**src/rtl/core/mrlb_pkg.sv**
```systemverilog
// Shared types, codes and the overflow notice text of the message ring log buffer.
`timescale 1ns / 1ps
package mrlb_pkg;

    // Item kinds on the input channel
    typedef enum logic [1:0] {
        OP_PUSH  = 2'd0,
        OP_POP   = 2'd1,
        OP_CLEAR = 2'd2
    } t_op;

    // Result status codes
    typedef enum logic [2:0] {
        ST_BYTE     = 3'd0,
        ST_STORED   = 3'd1,
        ST_NOTICE   = 3'd2,
        ST_REJECTED = 3'd3,
        ST_NO_MSG   = 3'd4,
        ST_CLEARED  = 3'd5
    } t_status;

    // Command passed from the front end to the executor
    typedef struct packed {
        t_op        op;
        logic [7:0] data_byte;
        logic       last_byte;
    } t_cmd;

    localparam logic [7:0] NEWLINE    = 8'h0A;
    localparam int         NOTICE_LEN = 29;
    localparam int         POP_WINDOW = 64;
    localparam int         LEN_W      = 7;   // staging length, 0..64
    localparam int         IDX_W      = 6;   // pop byte index, 0..63
    localparam int         Q_DEPTH    = 4;
    localparam int         Q_AW       = 2;

    // Overflow notice ROM: "MAX LOG STRING SIZE EXCEEDED\n"
    function automatic logic [7:0] notice_byte(input logic [4:0] idx);
        logic [7:0] b;
        case (idx)
            5'd0:  b = 8'h4D;  5'd1:  b = 8'h41;  5'd2:  b = 8'h58;  5'd3:  b = 8'h20;
            5'd4:  b = 8'h4C;  5'd5:  b = 8'h4F;  5'd6:  b = 8'h47;  5'd7:  b = 8'h20;
            5'd8:  b = 8'h53;  5'd9:  b = 8'h54;  5'd10: b = 8'h52;  5'd11: b = 8'h49;
            5'd12: b = 8'h4E;  5'd13: b = 8'h47;  5'd14: b = 8'h20;  5'd15: b = 8'h53;
            5'd16: b = 8'h49;  5'd17: b = 8'h5A;  5'd18: b = 8'h45;  5'd19: b = 8'h20;
            5'd20: b = 8'h45;  5'd21: b = 8'h58;  5'd22: b = 8'h43;  5'd23: b = 8'h45;
            5'd24: b = 8'h45;  5'd25: b = 8'h44;  5'd26: b = 8'h45;  5'd27: b = 8'h44;
            5'd28: b = 8'h0A;
            default: b = 8'h00;
        endcase
        return b;
    endfunction

endpackage

```
**src/rtl/core/mrlb_cmdq.sv**
```systemverilog
// Short command queue between the front end and the executor.
`timescale 1ns / 1ps
module mrlb_cmdq (
    input  logic            i_clk,
    input  logic            i_rst_n,
    input  logic            i_push,
    input  mrlb_pkg::t_cmd  i_cmd,
    output logic            o_full,
    input  logic            i_pop,
    output logic            o_valid,
    output mrlb_pkg::t_cmd  o_cmd
);
    mrlb_pkg::t_cmd              r_slot [mrlb_pkg::Q_DEPTH];
    logic [mrlb_pkg::Q_AW-1:0]   r_wr, r_rd;
    logic [mrlb_pkg::Q_AW:0]     r_cnt;
    logic                        push_ok, pop_ok;

    assign o_full  = (r_cnt == (mrlb_pkg::Q_AW+1)'(mrlb_pkg::Q_DEPTH));
    assign o_valid = (r_cnt != '0);
    assign o_cmd   = r_slot[r_rd];
    assign push_ok = i_push && !o_full;
    assign pop_ok  = i_pop && o_valid;

    // Storage
    always_ff @(posedge i_clk) begin
        if (push_ok) begin
            r_slot[r_wr] <= i_cmd;
        end
    end

    // Pointers and fill level
    always_ff @(posedge i_clk) begin
        if (!i_rst_n) begin
            r_wr  <= '0;
            r_rd  <= '0;
            r_cnt <= '0;
        end else begin
            if (push_ok) r_wr <= r_wr + 1'b1;
            if (pop_ok)  r_rd <= r_rd + 1'b1;
            if (push_ok && !pop_ok)      r_cnt <= r_cnt + 1'b1;
            else if (pop_ok && !push_ok) r_cnt <= r_cnt - 1'b1;
        end
    end
endmodule

```
**config.mk**
```make
export PLATFORM = sky130hd
export DESIGN_NAME = mrlb_cmdq
export DESIGN_NICKNAME = d
export VERILOG_FILES = /design/src/rtl/core/mrlb_pkg.sv /design/src/rtl/core/mrlb_cmdq.sv
export SDC_FILE = /design/constraint.sdc
export NUM_CORES = 1
export LEC_CHECK = 0
export ABC_AREA = 1
export CAP_MARGIN = 25
export CORE_MARGIN = 4
export CORE_UTILIZATION = 55
export CTS_CLUSTER_DIAMETER = 80
export CTS_CLUSTER_SIZE = 24
export DETAILED_ROUTE_END_ITERATION = 16
export DONT_BUFFER_PORTS = 1
export MAX_ROUTING_LAYER = met4
export PLACE_DENSITY_LB_ADDON = 0.12
export SYNTH_ARGS = -nofsm -noshare
export SYNTH_HDL_FRONTEND = slang
export SYNTH_SLANG_ARGS = --single-unit
```
**constraint.sdc**
```tcl
create_clock -name i_clk -period 2.29 [get_ports i_clk]
set_clock_uncertainty 0.1 [all_clocks]
set_input_delay 0.1145 -clock i_clk [delete_from_list [all_inputs] [get_ports i_clk]]
set_output_delay 0.1145 -clock i_clk [all_outputs]
set_load 0.005 [all_outputs]
```
# ---- Word-level counts from Yosys, hierarchy flattened
# Memories as Yosys holds them, arrays and structs flattened. A register that Yosys moved wholly into a read port is not among the register bits.
# Cells that the tools add are included.
dict set report op_classes {
  n_addsub 4
  multipliers 0
  div 0
  magnitude_cmp 0
  n_eq_ne 1
  n_shift 0
  mux 6
  bitwise_logic 0
  reduce_logical 9
}
# cell n
set op_table {}
lappend op_table {{$mux W3} 2}
lappend op_table {{$add A2 B1 Y2 const B} 2}
lappend op_table {{$logic_and A1 B1 Y1} 4}
lappend op_table {{$mux W2} 2}
lappend op_table {{$add A3 B1 Y3 const B} 1}
lappend op_table {{$eq A3 B3 Y1 const B} 1}
lappend op_table {{$logic_not A1 Y1} 3}
lappend op_table {{$reduce_bool A3 Y1} 1}
lappend op_table {{$sub A3 B1 Y3 const B} 1}
lappend op_table {{$mux W1} 2}
lappend op_table {{$reduce_bool A2 Y1} 1}
dict set report totals {
  register_bits 7
  latchBits 0
  mem_bits_rw 44
  romBits 0
  input_bits 15
  out_inout_bits 13
  word_cells 24
  memories 1
}
# memory words word_bits rd rd_clocked_by_memory_dff wr line
set memory_table {}
lappend memory_table {r_slot 4 11 1 1 1 mrlb_cmdq.sv:13} ;# mrlb_pkg::t_cmd r_slot [mrlb_pkg::Q_DEPTH];

# ---- Logic depth before layout (Yosys ltp)
dict set report depth {
  depth_word 7
  mapped_depth 13
  mapped_depth_nobuf 13
}

# ---- Worst setup path after synthesis
# OpenSTA, ideal clock, no wires.
dict set report synth_path {
  path_kind {reg2reg}
  from {register r_cnt[0] in the netlist's numbering}
  to {register r_cnt[2] in the netlist's numbering}
  setup_time_ns 0.113
  arrival_ns 1.537
  required_time_ns 2.077
  path_slack_ns 0.540
  stages_incl_launch_ff 14
  n_path_buf 0
  period_less_slack_ns 1.750
  cell_sequence {dfxtp_1 -> nor2_4 -> nand2_2 -> nand2_4 -> inv_2 -> ha_1 -> inv_1 -> fa_1 -> inv_1 -> nand2_1 -> nand3_1 -> nand2_1 -> nand2_1 -> nor2_1}
}
dict set report synth_via {
  elab_chain_len 6
  word_cells_on_any_way 14
  cone_classes {2 x add/sub; 1 x eq/ne; 2 x mux; 9 x reduce/logical}
}
# item line
set synth_rtl {}
lappend synth_rtl {{start, declared} mrlb_cmdq.sv:15} ;# logic [mrlb_pkg::Q_AW:0] r_cnt;
lappend synth_rtl {{start signal, assigned} mrlb_cmdq.sv:40} ;# if (push_ok && !pop_ok) r_cnt <= r_cnt + 1'b1;
lappend synth_rtl {{start signal, assigned} mrlb_cmdq.sv:41} ;# else if (pop_ok && !push_ok) r_cnt <= r_cnt - 1'b1;
lappend synth_rtl {{$eq A3 B3 Y1 *} mrlb_cmdq.sv:18} ;# assign o_full = (r_cnt == (mrlb_pkg::Q_AW+1)'(mrlb_pkg::Q_DEPTH));
lappend synth_rtl {{$logic_not A1 Y1 *} mrlb_cmdq.sv:21} ;# assign push_ok = i_push && !o_full;
lappend synth_rtl {{$logic_and A1 B1 Y1 *} mrlb_cmdq.sv:21}
lappend synth_rtl {{named net push_ok} mrlb_cmdq.sv:16} ;# logic push_ok, pop_ok;
lappend synth_rtl {{$logic_not A1 Y1} mrlb_cmdq.sv:41}
lappend synth_rtl {{$logic_and A1 B1 Y1} mrlb_cmdq.sv:41}
lappend synth_rtl {{$reduce_bool A2 Y1 (no line)} n/a}
# The timed path passes the listed nets; every way through them passes the cells marked *. The select of a mux whose other input is x is not followed.
# A chain may end at the register's enable or synchronous reset.

# ---- Worst setup path after layout
# Same ends and word-level chain as after synthesis.

==> flow_results.org <==
** Critical path
- For this design, the slowest cell found on the critical path is sky130_fd_sc_hd__dfxtp_1.
- Kind of launch point of the worst setup path :: register
- Arrival time worst endpoint :: 2.02 ns
- For flop-to-flop paths, the worst setup slack is 0.36 ns.
- In this design, the largest share of critical-path delay is due to simple AND/OR/NAND/NOR gates.
- Measured in cells, the most critical reg-to-reg path has a length of 13.
- The critical path contains buffers and inverters numbering 3 combined.
- Worst Setup Path Type :: reg -> reg
- In this run the critical register-to-register path is launched from r_cnt[0]$_SDFFE_PN0P_.
- The signal on the critical path passes through nor2_4 > nand2_2 > nand2_4 > inv_2 > ha_1 > inv_1 > fa_1 > inv_1 > nand2_1 > nand3_1 > nand2_1 > nand2_1 > nor2_1.
- Maximum fanout along the worst path :: 5
- On the worst path, the slowest cell contributes a delay of 0.45 ns.
- The worst register-to-register path ends at r_cnt[2]$_SDFFE_PN0P_.
- Element type at the critical path end :: register
- At the worst endpoint, the required time is 2.38 ns.
- Cell occurring most often along the worst timing path :: sky130_fd_sc_hd__nand2_1

** Logic synthesis
- Synthesis warning total :: 0
- Netlist cell types :: 20
- Net count of the mapped netlist :: 197
- Dividing the synthesized area by the synthesized cell count gives 12.13 µm².
- Synth Flop Type :: sky130_fd_sc_hd__edfxtp_1
- Synthesized netlist cell count :: 176
- The synthesized design contains 44 enable-type register cells.
- For this run, asynchronously set or reset flops after synthesis account for 0%.
- Synth Cell Area :: 0.002135 mm²
- After synthesis, flip-flops and latches occupy 70.34% of the total area.
- After synthesis the netlist holds a flip-flop and latch count of 53.

** CTS
- After clock tree synthesis, the clock-pin slew on the worst setup and hold paths is 0.08 ns.
- The number of setup buffers added after CTS is 0.
- Max clock buf depth :: 2
- The H-tree generated during clock tree synthesis spans 2 levels.
- TritonCTS created 5 clock buffers.
- The later pin in the worst-skew pair is clocked with a latency of 0.29 ns.
- Buffer type at the clock tree root :: sky130_fd_sc_hd__clkbuf_8
- The number of hold buffers added after CTS was 14.
- CTS tree :: done
- After clock tree synthesis, the repair step resized 0 gates.
- For this design, the sink count on the clock tree is 53.

** Die
- Vertical die dimension :: 70.30 µm
- X dimension of the die :: 70.30 µm
- Starting density of the core :: 57.44%
- The floorplan has 22 rows.
- Num ports :: 28
- The core region is 0.003716 mm².
- Full die area :: 0.004941 mm²

** Timing
- Setup repair after global routing left no endpoint under its margin.
- Adding up every negative setup slack in the final design gives 0 ns.
- For the pin with the worst max-slew slack, the measured transition is 0.4612 ns.
- Max frequency :: 518.9 MHz
- Final worst-path cycle share :: 84.15%
- The final hold violation count was 0.
- Final number of setup-violating endpoints :: 0
- Max-slew violation count :: 0
- Normalized max-slew margin :: 69.21%
- Min cycle time layout :: 1.927 ns

** GRT
- Global Route met2 Usage :: 30.98%
- The first global-routing pass estimated 6175 µm of wire.
- The total overflow left after global routing is 0.
- The global routing stage identified its most utilized layer as met2.
- Entering global routing, the biggest net connects 23 pins.
- Grt met1 use :: 17.75%
- Antenna violations before repair :: 0
- Across every metal layer, demand over resource in global routing totals 17.04%.
- For this run, global-route usage on met3 was measured as 4.317%.
- The number of global-route vias before repair is 1331.

** Status
- The run finished with clean final reports.

** Hold path
- Worst hold-check path type :: reg -> reg
- Hold Crit Start :: r_rd[0]$_SDFFE_PN0P_
- End of the worst hold path :: r_rd[0]$_SDFFE_PN0P_
- Cell depth of the worst hold path :: 2

** Pwr
- Static power due to leakage :: 0.8956 nW
- Peak supply drop :: 0.5827 mV
- Power density over the cells :: 1019 mW/mm²

** Route
- Antenna-violating nets left :: 0
- For this run, design rule violations remaining after detail routing come to 0.
- Dividing the detail-routed via count by the number of cells gives 5.347.
- In the final routed layout, each cell accounts on average for 15.91 µm.
- Total wirelength of the detailed-routed design :: 3899 µm
- The routed layout has 1310 vias.
- DRC marker count from the first detailed-route iteration :: 80
- Before antenna repair, the detailed router went through 4 iterations.

** Layout
- Reg area :: 0.001501 mm²
- The finished layout holds 245 standard cells, fillers aside.
- Share of final-layout standard cells stronger than drive strength 1 :: 10.66%
- Summing all multi-input logic gate instances after layout gives 534.3 µm².
- Filler instances :: 294
- From synthesis to final layout, the design area changed by 14.71%.
- The net count of the finished layout is 217.
- The repair_antennas step left the layout with diodes totalling 0.

** Flow run
- Max-cap violations in this run came to 0.

** Placed design
- The number of placed instances, taps included, is 223.
- Placer congestion estimate :: 0.6834
- The HPWL after detailed placement is 2550 µm.
- Number of buffers added on ports :: 0
placed cells by master, fill, tap and decap left out, types with 3 or more instances in the layout:
cell,Yosys,routed
sky130_fd_sc_hd__o22ai_1,11,11
sky130_fd_sc_hd__nand2_1,10,10
sky130_fd_sc_hd__nand2_2,4,4
sky130_fd_sc_hd__inv_1,14,14
sky130_fd_sc_hd__ha_1,5,5
sky130_fd_sc_hd__buf_4,2,5
sky130_fd_sc_hd__o21ai_1,18,18
sky130_fd_sc_hd__dlygate4sd3_1,0,14
sky130_fd_sc_hd__clkbuf_8,0,5
sky130_fd_sc_hd__dfxtp_1,9,9
sky130_fd_sc_hd__nor2_1,35,35
sky130_fd_sc_hd__inv_2,3,3
sky130_fd_sc_hd__a21oi_1,3,3
sky130_fd_sc_hd__nand3_1,4,4
sky130_fd_sc_hd__edfxtp_1,44,44
sky130_fd_sc_hd__o21ai_0,5,5
state kept, by name, indices dropped and copies added (netlist names), named ones only:
register  count
r_wr          2
r_cnt         3
r_slot       44
r_rd          2
through the flow:
stage	utilization (%)	worst slack [ns]	hold WS (ns)	power [mW]	area, µm²
3_5_place_dp	59.12	0.3757	0.1135	1.887	2197
5_1_grt	65.89	0.1721	0.4185	2.641	2449
3_3_place_gp	59.12	0.4869	0.1135	1.846	2197
6_report	65.89	0.3629	0.4150	2.495	2449
2_1_floorplan	-	0.5400	0.1134	1.736	2135
4_1_cts	65.89	0.3628	0.4135	2.513	2449
routing by layer:
metal	up-vias	wire length [µm]
li1	646	-
met1	632	1559
met2	30	2178
met3	2	131
met4	0	30
met5	-	0
cell usage after synthesis, types with 2 or more instances:
master / n / area [µm²]
sky130_fd_sc_hd__a21oi_1: 3 / 15.01
sky130_fd_sc_hd__buf_2: 4 / 20.02
sky130_fd_sc_hd__buf_4: 2 / 15.01
sky130_fd_sc_hd__dfxtp_1: 9 / 180.2
sky130_fd_sc_hd__edfxtp_1: 44 / 1321
sky130_fd_sc_hd__ha_1: 5 / 62.56
sky130_fd_sc_hd__inv_1: 14 / 52.55
sky130_fd_sc_hd__inv_2: 3 / 11.26
sky130_fd_sc_hd__nand2_1: 10 / 37.54
sky130_fd_sc_hd__nand2_2: 4 / 25.02
sky130_fd_sc_hd__nand3_1: 4 / 20.02
sky130_fd_sc_hd__nor2_1: 35 / 131.4
sky130_fd_sc_hd__o21ai_0: 5 / 25.02
sky130_fd_sc_hd__o21ai_1: 18 / 90.09
sky130_fd_sc_hd__o22ai_1: 11 / 68.82
worst max-delay path by stage:
stage,from,end,slack [ns],cells after the start
2_1_floorplan,r_cnt[0]$_SDFFE_PN0P_,r_cnt[2]$_SDFFE_PN0P_,0.54,13
3_3_place_gp,r_cnt[0]$_SDFFE_PN0P_,r_cnt[2]$_SDFFE_PN0P_,0.49,13
3_5_place_dp,r_cnt[0]$_SDFFE_PN0P_,r_cnt[2]$_SDFFE_PN0P_,0.38,13
4_1_cts,r_cnt[0]$_SDFFE_PN0P_,r_cnt[2]$_SDFFE_PN0P_,0.36,13
5_1_grt,r_cnt[0]$_SDFFE_PN0P_,r_cnt[2]$_SDFFE_PN0P_,0.17,13
6_report,r_cnt[0]$_SDFFE_PN0P_,r_cnt[2]$_SDFFE_PN0P_,0.36,13
worst register-to-register path, stage by stage (launching register included):
cell and delay (ns):
sky130_fd_sc_hd__dfxtp_1 0.45, sky130_fd_sc_hd__nor2_4 0.07, sky130_fd_sc_hd__nand2_2 0.12, sky130_fd_sc_hd__nand2_4 0.08, sky130_fd_sc_hd__inv_2 0.07, sky130_fd_sc_hd__ha_1 0.16
sky130_fd_sc_hd__inv_1 0.06, sky130_fd_sc_hd__fa_1 0.37, sky130_fd_sc_hd__inv_1 0.06, sky130_fd_sc_hd__nand2_1 0.05, sky130_fd_sc_hd__nand3_1 0.09, sky130_fd_sc_hd__nand2_1 0.06
sky130_fd_sc_hd__nand2_1 0.05, sky130_fd_sc_hd__nor2_1 0.04
logic make-up after synthesis:
group | Yosys count | share of synthesized area [%]
AO/OA/AOI/OAI | 37 | 9.320
flip-flops | 53 | 70.34
XOR/XNOR | 1 | 0.4104
adder cells (fa/ha/maj) | 6 | 3.869
buffers and inverters | 23 | 4.630
AND/OR/NAND/NOR | 56 | 11.43
layout make-up:
| type | count | area share (%) |
|---|---|---|
| Clock buffer | 6 | 2.964 |
| Clock inverter | 2 | 1.584 |
| Inverter | 17 | 2.606 |
| Multi-Input combinational cell | 100 | 21.82 |
| Sequential cell | 53 | 61.32 |
| Tap cell | 48 | 2.453 |
| Timing Repair Buffer | 19 | 7.256 |
power breakdown:
group / total (mW) / internal (mW) / switching [mW]
Combinational: 0.619 / 0.216 / 0.403
Clock: 0.603 / 0.328 / 0.275
Sequential: 1.27 / 1.18 / 0.0949
Note: power is estimated with default switching activity, not from simulation.
